**src/sv/fslet_pkg.sv**
```systemverilog
`default_nettype none

package fslet_pkg;

    localparam int QUEUE_DEPTH = 2;

    localparam int PAT_W   = 5;
    localparam int HEAD_W  = 16;
    localparam int TURN_W  = 2;
    localparam int ERR_W   = 14;
    localparam int CNT_W   = 8;
    localparam int CFG_W   = 8;
    localparam int STEP_W  = 5;
    localparam int SUM_W   = ERR_W + 1;
    localparam int DEV_W   = HEAD_W + 1;

    localparam logic [PAT_W-1:0] PAT_NONE    = 5'h00;
    localparam logic [PAT_W-1:0] PAT_RIGHT2  = 5'h02;
    localparam logic [PAT_W-1:0] PAT_CENTRE  = 5'h04;
    localparam logic [PAT_W-1:0] PAT_RIGHT1  = 5'h06;
    localparam logic [PAT_W-1:0] PAT_LEFT2   = 5'h08;
    localparam logic [PAT_W-1:0] PAT_CROSS   = 5'h0A;
    localparam logic [PAT_W-1:0] PAT_LEFT1   = 5'h0C;
    localparam logic [PAT_W-1:0] PAT_STOP    = 5'h0E;
    localparam logic [PAT_W-1:0] PAT_ALL     = 5'h1F;

    localparam logic [TURN_W-1:0] TURN_LEFT  = 2'd0;
    localparam logic [TURN_W-1:0] TURN_RIGHT = 2'd1;

    localparam logic CFG_LAP_LIMIT      = 1'b0;
    localparam logic CFG_DEBOUNCE_LIMIT = 1'b1;

    typedef enum logic [3:0] {
        OP_HOLD,
        OP_DRIFT,
        OP_RIGHT2,
        OP_RIGHT1,
        OP_LEFT1,
        OP_LEFT2,
        OP_CENTRE,
        OP_STOPLINE,
        OP_ALLON
    } op_t;

    typedef struct packed {
        op_t                      op;
        logic                     clear;
        logic signed [HEAD_W-1:0] heading;
    } cmd_t;

    typedef struct packed {
        logic signed [ERR_W-1:0] steering_error;
        logic                    stop_request;
        logic [CNT_W-1:0]        laps_seen;
    } res_t;

endpackage

`default_nettype wire

```
**src/sv/fslet_queue.sv**
```systemverilog
`default_nettype none

module fslet_queue #(
    parameter int WIDTH = 8,
    parameter int DEPTH = 2
) (
    input  wire logic             clk,
    input  wire logic             rst_n,
    input  wire logic             push,
    input  wire logic [WIDTH-1:0] data_in,
    output logic                  full,
    input  wire logic             pop,
    output logic [WIDTH-1:0]      data_out,
    output logic                  empty
);

    localparam int PTR_W = (DEPTH > 1) ? $clog2(DEPTH) : 1;
    localparam int CNT_W = $clog2(DEPTH + 1);

    logic [WIDTH-1:0] mem [DEPTH];
    logic [PTR_W-1:0] wr_ptr_reg, wr_ptr_next;
    logic [PTR_W-1:0] rd_ptr_reg, rd_ptr_next;
    logic [CNT_W-1:0] count_reg, count_next;
    logic             do_push;
    logic             do_pop;

    assign full     = (count_reg == CNT_W'(DEPTH));
    assign empty    = (count_reg == '0);
    assign do_push  = push && !full;
    assign do_pop   = pop && !empty;
    assign data_out = mem[rd_ptr_reg];

    always_comb
    begin
        wr_ptr_next = wr_ptr_reg;
        rd_ptr_next = rd_ptr_reg;
        count_next  = count_reg;
        if (do_push)
        begin
            wr_ptr_next = (wr_ptr_reg == PTR_W'(DEPTH - 1)) ? '0 : wr_ptr_reg + 1'b1;
        end
        if (do_pop)
        begin
            rd_ptr_next = (rd_ptr_reg == PTR_W'(DEPTH - 1)) ? '0 : rd_ptr_reg + 1'b1;
        end
        if (do_push && !do_pop)
        begin
            count_next = count_reg + 1'b1;
        end
        else if (do_pop && !do_push)
        begin
            count_next = count_reg - 1'b1;
        end
    end

    always_ff @(posedge clk)
    begin
        if (do_push)
        begin
            mem[wr_ptr_reg] <= data_in;
        end
    end

    always_ff @(posedge clk or negedge rst_n)
    begin
        if (!rst_n)
        begin
            wr_ptr_reg <= '0;
            rd_ptr_reg <= '0;
            count_reg  <= '0;
        end
        else
        begin
            wr_ptr_reg <= wr_ptr_next;
            rd_ptr_reg <= rd_ptr_next;
            count_reg  <= count_next;
        end
    end

endmodule

`default_nettype wire

```
**src/sv/fslet_front.sv**
```systemverilog
`default_nettype none

module fslet_front (
    input  wire logic [fslet_pkg::PAT_W-1:0]         sensor_bits,
    input  wire logic signed [fslet_pkg::HEAD_W-1:0] heading,
    input  wire logic [fslet_pkg::TURN_W-1:0]        crossing_turn,
    output fslet_pkg::cmd_t                          cmd
);

    import fslet_pkg::*;

    always_comb
    begin
        cmd.op      = OP_HOLD;
        cmd.clear   = 1'b0;
        cmd.heading = heading;
        case (sensor_bits)
            PAT_NONE:   cmd.op = OP_DRIFT;
            PAT_RIGHT2: cmd.op = OP_RIGHT2;
            PAT_RIGHT1: cmd.op = OP_RIGHT1;
            PAT_CENTRE: cmd.op = OP_CENTRE;
            PAT_LEFT1:  cmd.op = OP_LEFT1;
            PAT_LEFT2:  cmd.op = OP_LEFT2;
            PAT_STOP:   cmd.op = OP_STOPLINE;
            PAT_ALL:    cmd.op = OP_ALLON;
            PAT_CROSS:
            begin
                if (crossing_turn == TURN_LEFT)
                begin
                    cmd.op    = OP_LEFT2;
                    cmd.clear = 1'b1;
                end
                else if (crossing_turn == TURN_RIGHT)
                begin
                    cmd.op    = OP_RIGHT2;
                    cmd.clear = 1'b1;
                end
            end
            default:    cmd.op = OP_HOLD;
        endcase
    end

endmodule

`default_nettype wire

```
**src/sv/fslet_back.sv**
```systemverilog
`default_nettype none

module fslet_back (
    input  wire logic                        clk,
    input  wire logic                        rst_n,
    input  wire logic                        cfg_write,
    input  wire logic                        cfg_addr,
    input  wire logic [fslet_pkg::CFG_W-1:0] cfg_data,
    input  wire logic                        cmd_valid,
    input  wire fslet_pkg::cmd_t             cmd,
    output logic                             cmd_pop,
    input  wire logic                        res_full,
    output logic                             res_push,
    output fslet_pkg::res_t                  res
);

    import fslet_pkg::*;

    logic [CFG_W-1:0]         lap_limit_reg;
    logic [CFG_W-1:0]         debounce_limit_reg;
    logic signed [ERR_W-1:0]  err_reg, err_next;
    logic signed [HEAD_W-1:0] target_reg, target_next;
    logic [CNT_W-1:0]         dbc_reg, dbc_next;
    logic [CNT_W-1:0]         lap_reg, lap_next;
    logic                     stop;
    logic                     fire;

    assign fire     = cmd_valid && !res_full;
    assign cmd_pop  = fire;
    assign res_push = fire;

    always_comb
    begin
        logic signed [DEV_W-1:0]  dev;
        logic signed [ERR_W-1:0]  base;
        logic signed [STEP_W-1:0] step;
        logic signed [SUM_W-1:0]  lo;
        logic signed [SUM_W-1:0]  hi;
        logic signed [SUM_W-1:0]  sum;
        logic                     upd;
        logic [CNT_W:0]           d;
        logic [CNT_W:0]           l;

        dev  = DEV_W'(cmd.heading) - DEV_W'(target_reg);
        base = cmd.clear ? '0 : err_reg;
        step = '0;
        lo   = '0;
        hi   = '0;
        upd  = 1'b0;
        d    = '0;
        l    = '0;

        err_next    = err_reg;
        target_next = target_reg;
        dbc_next    = dbc_reg;
        lap_next    = lap_reg;
        stop        = 1'b0;

        case (cmd.op)
            OP_DRIFT:
            begin
                if (dev < 0)
                begin
                    if (dev > -17'sd2200 && dev < -17'sd1200)
                    begin
                        upd = 1'b1; step = 5'sd4;  lo = 15'sd2400; hi = 15'sd3400;
                    end
                    else if (dev < -17'sd3400)
                    begin
                        upd = 1'b1; step = 5'sd10; lo = -15'sd8000; hi = 15'sd8000;
                    end
                end
                else if (dev > 0)
                begin
                    if (dev > 17'sd1200 && dev < 17'sd2200)
                    begin
                        upd = 1'b1; step = -5'sd4;  lo = -15'sd3400; hi = -15'sd2400;
                    end
                    else if (dev > 17'sd3400)
                    begin
                        upd = 1'b1; step = -5'sd10; lo = -15'sd8000; hi = 15'sd8000;
                    end
                end
            end
            OP_RIGHT2:
            begin
                upd = 1'b1; step = -5'sd2; lo = -15'sd2300; hi = -15'sd1200;
            end
            OP_RIGHT1:
            begin
                upd = 1'b1; step = -5'sd1; lo = -15'sd1200; hi = -15'sd700;
            end
            OP_LEFT1:
            begin
                upd = 1'b1; step = 5'sd1; lo = 15'sd700; hi = 15'sd1200;
            end
            OP_LEFT2:
            begin
                upd = 1'b1; step = 5'sd2; lo = 15'sd1200; hi = 15'sd2300;
            end
            OP_CENTRE:
            begin
                err_next    = '0;
                target_next = cmd.heading;
                dbc_next    = '0;
            end
            OP_STOPLINE:
            begin
                if (err_reg > -14'sd710 && err_reg < 14'sd710)
                begin
                    d = {1'b0, dbc_reg} + 1'b1;
                    if (d >= {1'b0, debounce_limit_reg})
                    begin
                        l = {1'b0, lap_reg} + 1'b1;
                        if (l >= {1'b0, lap_limit_reg})
                        begin
                            stop = 1'b1;
                            l    = '0;
                        end
                        lap_next = l[CNT_W-1:0];
                        d        = '0;
                    end
                    dbc_next = d[CNT_W-1:0];
                end
            end
            OP_ALLON:
            begin
                stop = 1'b1;
            end
            default:
            begin
                upd = 1'b0;
            end
        endcase

        sum = SUM_W'(base) + SUM_W'(step);
        if (upd)
        begin
            if (sum < lo)
            begin
                err_next = lo[ERR_W-1:0];
            end
            else if (sum > hi)
            begin
                err_next = hi[ERR_W-1:0];
            end
            else
            begin
                err_next = sum[ERR_W-1:0];
            end
        end

        res.steering_error = err_next;
        res.stop_request   = stop;
        res.laps_seen      = lap_next;
    end

    always_ff @(posedge clk or negedge rst_n)
    begin
        if (!rst_n)
        begin
            lap_limit_reg      <= '0;
            debounce_limit_reg <= '0;
        end
        else if (cfg_write)
        begin
            case (cfg_addr)
                CFG_LAP_LIMIT:      lap_limit_reg      <= cfg_data;
                CFG_DEBOUNCE_LIMIT: debounce_limit_reg <= cfg_data;
                default:            lap_limit_reg      <= lap_limit_reg;
            endcase
        end
    end

    always_ff @(posedge clk or negedge rst_n)
    begin
        if (!rst_n)
        begin
            err_reg    <= '0;
            target_reg <= '0;
            dbc_reg    <= '0;
            lap_reg    <= '0;
        end
        else if (fire)
        begin
            err_reg    <= err_next;
            target_reg <= target_next;
            dbc_reg    <= dbc_next;
            lap_reg    <= lap_next;
        end
    end

endmodule

`default_nettype wire

```
**src/sv/five_sensor_line_error_tracker_core.sv**
```systemverilog
// Command and result queues of CMD_DEPTH and RES_DEPTH entries hold each pushed
// item and then its result. Throughput: one item per cycle while the result
// queue is not full, set by the combinational error update in the execution stage.
// Reset (rst_n low, asynchronous): queues empty, error, target heading, debounce
// and lap counts cleared, both limits zero.
`default_nettype none

module five_sensor_line_error_tracker_core #(
    parameter int CMD_DEPTH = fslet_pkg::QUEUE_DEPTH,
    parameter int RES_DEPTH = fslet_pkg::QUEUE_DEPTH
) (
    input  wire logic                               clk,
    input  wire logic                               rst_n,
    input  wire logic                               push,
    output logic                                    full,
    input  wire logic [fslet_pkg::PAT_W-1:0]        sensor_bits,
    input  wire logic signed [fslet_pkg::HEAD_W-1:0] heading,
    input  wire logic [fslet_pkg::TURN_W-1:0]       crossing_turn,
    output logic                                    empty,
    input  wire logic                               pop,
    output logic signed [fslet_pkg::ERR_W-1:0]      steering_error,
    output logic                                    stop_request,
    output logic [fslet_pkg::CNT_W-1:0]             laps_seen,
    input  wire logic                               cfg_write,
    input  wire logic                               cfg_addr,
    input  wire logic [fslet_pkg::CFG_W-1:0]        cfg_data
);

    import fslet_pkg::*;

    cmd_t cmd_in;
    cmd_t cmd_out;
    logic cmd_empty;
    logic cmd_pop;
    res_t res_in;
    res_t res_out;
    logic res_full;
    logic res_push;

    fslet_front u_front (
        .sensor_bits   (sensor_bits),
        .heading       (heading),
        .crossing_turn (crossing_turn),
        .cmd           (cmd_in)
    );

    fslet_queue #(
        .WIDTH ($bits(cmd_t)),
        .DEPTH (CMD_DEPTH)
    ) u_cmd_queue (
        .clk      (clk),
        .rst_n    (rst_n),
        .push     (push),
        .data_in  (cmd_in),
        .full     (full),
        .pop      (cmd_pop),
        .data_out (cmd_out),
        .empty    (cmd_empty)
    );

    fslet_back u_back (
        .clk       (clk),
        .rst_n     (rst_n),
        .cfg_write (cfg_write),
        .cfg_addr  (cfg_addr),
        .cfg_data  (cfg_data),
        .cmd_valid (!cmd_empty),
        .cmd       (cmd_out),
        .cmd_pop   (cmd_pop),
        .res_full  (res_full),
        .res_push  (res_push),
        .res       (res_in)
    );

    fslet_queue #(
        .WIDTH ($bits(res_t)),
        .DEPTH (RES_DEPTH)
    ) u_res_queue (
        .clk      (clk),
        .rst_n    (rst_n),
        .push     (res_push),
        .data_in  (res_in),
        .full     (res_full),
        .pop      (pop),
        .data_out (res_out),
        .empty    (empty)
    );

    assign steering_error = res_out.steering_error;
    assign stop_request   = res_out.stop_request;
    assign laps_seen      = res_out.laps_seen;

endmodule

`default_nettype wire
```
**config.mk**
```make
export PLATFORM = sky130hd
export DESIGN_NAME = five_sensor_line_error_tracker_core
export DESIGN_NICKNAME = d
export VERILOG_FILES = /design/src/sv/fslet_pkg.sv /design/src/sv/fslet_queue.sv /design/src/sv/fslet_front.sv /design/src/sv/fslet_back.sv /design/src/sv/five_sensor_line_error_tracker_core.sv
export SDC_FILE = /design/constraint.sdc
export NUM_CORES = 1
export LEC_CHECK = 0
export BUFFER_PORTS_ARGS = -buffer_cell sky130_fd_sc_hd__buf_2
export CELL_PAD_IN_SITES_DETAIL_PLACEMENT = 0
export CELL_PAD_IN_SITES_GLOBAL_PLACEMENT = 2
export CORE_ASPECT_RATIO = 1.4
export CORE_MARGIN = 8
export CORE_UTILIZATION = 37
export CTS_BUF_LIST = sky130_fd_sc_hd__clkbuf_8 sky130_fd_sc_hd__clkbuf_16
export CTS_CLUSTER_SIZE = 25
export DETAILED_ROUTE_END_ITERATION = 7
export PLACE_DENSITY = 0.86
export SLEW_MARGIN = 30
export SYNTH_ARGS = -nofsm -noshare
export SYNTH_HDL_FRONTEND = slang
export SYNTH_SLANG_ARGS = --single-unit
```
**constraint.sdc**
```tcl
create_clock -name clk -period 8.8 [get_ports clk]
set_input_delay 1.76 -clock clk [delete_from_list [all_inputs] [get_ports clk]]
set_output_delay 1.76 -clock clk [all_outputs]
set_load 0.01 [all_outputs]
```
==> metrics.yaml <==
clockRootBuffer: "clkbuf_16"
cp.required_ns: 8.96
synth_top_area_cell: "edfxtp_1"
synthMostInstantiatedCell: "edfxtp_1"
hp-start: "u_cmd_queue.count_reg[1]"
reg2reg_depth: 30
wl_um: 24300
netlist_area_um2: 10200
r2r_setup_slack_ns: 0.79
ys_warn_count: 0
hpwl_um: 18900
crit_top_cell: "o21ai_0"
largest_register_ffs: 46
fin_crit_ns: 8.01
clock.fmax_ghz: 0.125
grt_max_degree: 71
grt_pass1_vias: 7632
yosys-top-cells-area: "edfxtp_1, dfrtp_1, ha_1"
die_h_um: 213
synth_common_cells: "edfxtp_1, ha_1, nor2_1, dfrtp_1, mux2_2"
avgSynthCellArea_um2: 10.5
synth-edff-count: 88
cp_slowest_stage_delay_ns: 0.60
crit_type: "reg2reg"
synth_compound_area_share_pct: 18.8
post-route-drc-count: 0
detail_route.wl_per_cell_um: 16.9
syn_inst: 975
hp-class: "reg2reg"
dieArea_um2: 33300
skew_ns: 0.0224
arrival_ns: 8.17
via_count: 7682
cts_inserted_buffers: 17
area_delta_synth_final_pct: 14.8
diodes: 0
drive_above_1_share_pct: 20.5
synthAdderAreaFrac_pct: 9.69
post_cts_buffers: 0
cts.sinks: 158
cts_tree: "done"
design_area_um2: 11700
drt-pass1-iter-count: 5
synth_nets: 1090
synth_top_family_by_area: "compound AO/OA/AOI/OAI gates"
overflow: 0
hold_ws_ns: 0.494
reg2reg_from: "u_cmd_queue.rd_ptr_reg"
synthFlopType: "edfxtp_1"
start_util_pct: 37.3
synth_mux_area_share_pct: 7.54
portBuffers: 61
ys_types: 79
holdPathStages: 1
drv_cap: 0
min_to: "u_cmd_queue.count_reg[1]"
synth-seq-area-share_pct: 43.0
status: "complete, no violations"
ant_nets: 0
hold_violations: 0
vias_per_cell: 5.34
antenna_found_initial: 1
synth_simple_gate_area_share_pct: 13.6
drt_iter0_markers: 457
synth_top_area_share_pct: 25.9
track_usage_pct: 15.0
crit_path_start_kind: "flip-flop"
synth-async-reset-ratio_pct: 44.3
r2r-end: "u_res_queue.mem[1][18]"
die_w_um: 156
end_kind: "flip-flop"
grt_pass1_wl_um: 39900
core_area_um2: 27400
slew_headroom_pct: 36.8
fin_setup_tns_ns: 0
place_congestion: 0.847
ys_ff_latch: 158
htreeDepth: 4
cts.reportedPaths.clkPinSlew_ns: 0.07
setup_viol: 0
placed_area_um2: 11100
clock_latency_ns: 0.43
num_rows: 72
clk_path_buf_depth: 2
cp_slowest_cell: "or4b_4"
rsz0062_at_grt: "no"
layout.nets: 1171
min_period_over_period_pct: 91.0
critPathMaxFanout: 14
synth-xor-area-share_pct: 3.93
slew_violations: 0
tightest_slew_ns: 0.924
num_io_pins: 62
-- worst max path at each step --
stage / from / to
global route: u_cmd_queue.rd_ptr_reg / u_res_queue.mem[0][20]
finish: u_cmd_queue.rd_ptr_reg / u_res_queue.mem[1][18]
CTS: u_cmd_queue.rd_ptr_reg / u_res_queue.mem[1][18]
global placement: u_cmd_queue.rd_ptr_reg / u_res_queue.mem[0][18]
floorplan: u_cmd_queue.rd_ptr_reg / u_res_queue.mem[0][18]
detailed placement: u_cmd_queue.rd_ptr_reg / u_res_queue.mem[0][18]
-- stage by stage --
stage,setup WS [ns],cells,utilization [%]
finish,0.792,1439,42.9
global route,0.192,1439,42.9
CTS,0.563,1439,42.8
detailed placement,0.590,1407,40.6
global placement,0.697,1407,40.5
floorplan,0.516,975,-
-- kinds of logic after synthesis --
kind of cell    count (synthesis)
buf+inv                        89
mux                            69
fa+ha+maj                      78
simple gates                  271
compound gates                265
flops                         158
xor+xnor                       45
-- layer usage --
layer	track usage (%)	share of wire, %	vias to the layer above
li1	-	-	3837
met2	26.7	51	134
met5	0	0.049	-
met1	18.2	44	3675
met3	2.25	3.0	34
met4	5.25	2.0	2
-- what timing repair did --
| action | CTS | global route |
|---|---|---|
| resized for setup | 0 | 1 |
| hold buffers | 0 | 0 |
| endpoints found under the setup margin | 0 | 2 |
| endpoints found under the hold margin | 0 | 0 |
-- worst max-delay path, delay by kind of cell (launching register included) --
kind / cells / cell delay [ns]
xor gates and xnor gates: 2 / 0.58
adders and majority gates: 3 / 1.05
and+or+nand+nor: 5 / 1.39
muxes: 1 / 0.40
AOI/OAI and AO/OA: 16 / 3.25
buffers and inverters: 3 / 0.49
DFF: 1 / 0.58
-- cells in the final DEF (no fill, tap or decap), types with 24 or more instances in the layout --
cell type  Yosys  layout
buf_2          6      61
buf_4          1      30
nand3_1       24      24
mux2_2        64      64
inv_1         58      58
xnor2_1       25      25
ha_1          76      76
a21o_1        24      24
o21ai_0       52      52
a21oi_1       39      39
edfxtp_1      88      88
dfrtp_1       70      68
nand2_1       55      55
nor2_1        72      70
-- area by class of cell --
class / instances / area (um^2)
timing repair buffer: 92 / 542
multi-input combinational: 728 / 5490
sequential: 158 / 4400
inverter: 59 / 221
clock buffer: 17 / 425
clock inverter: 15 / 200
tap: 370 / 463
fill: 2662 / 15600
Power is left out: the tool's default activity adds up to more than one toggle a clock period on the data nets, which glitch-free logic cannot reach.
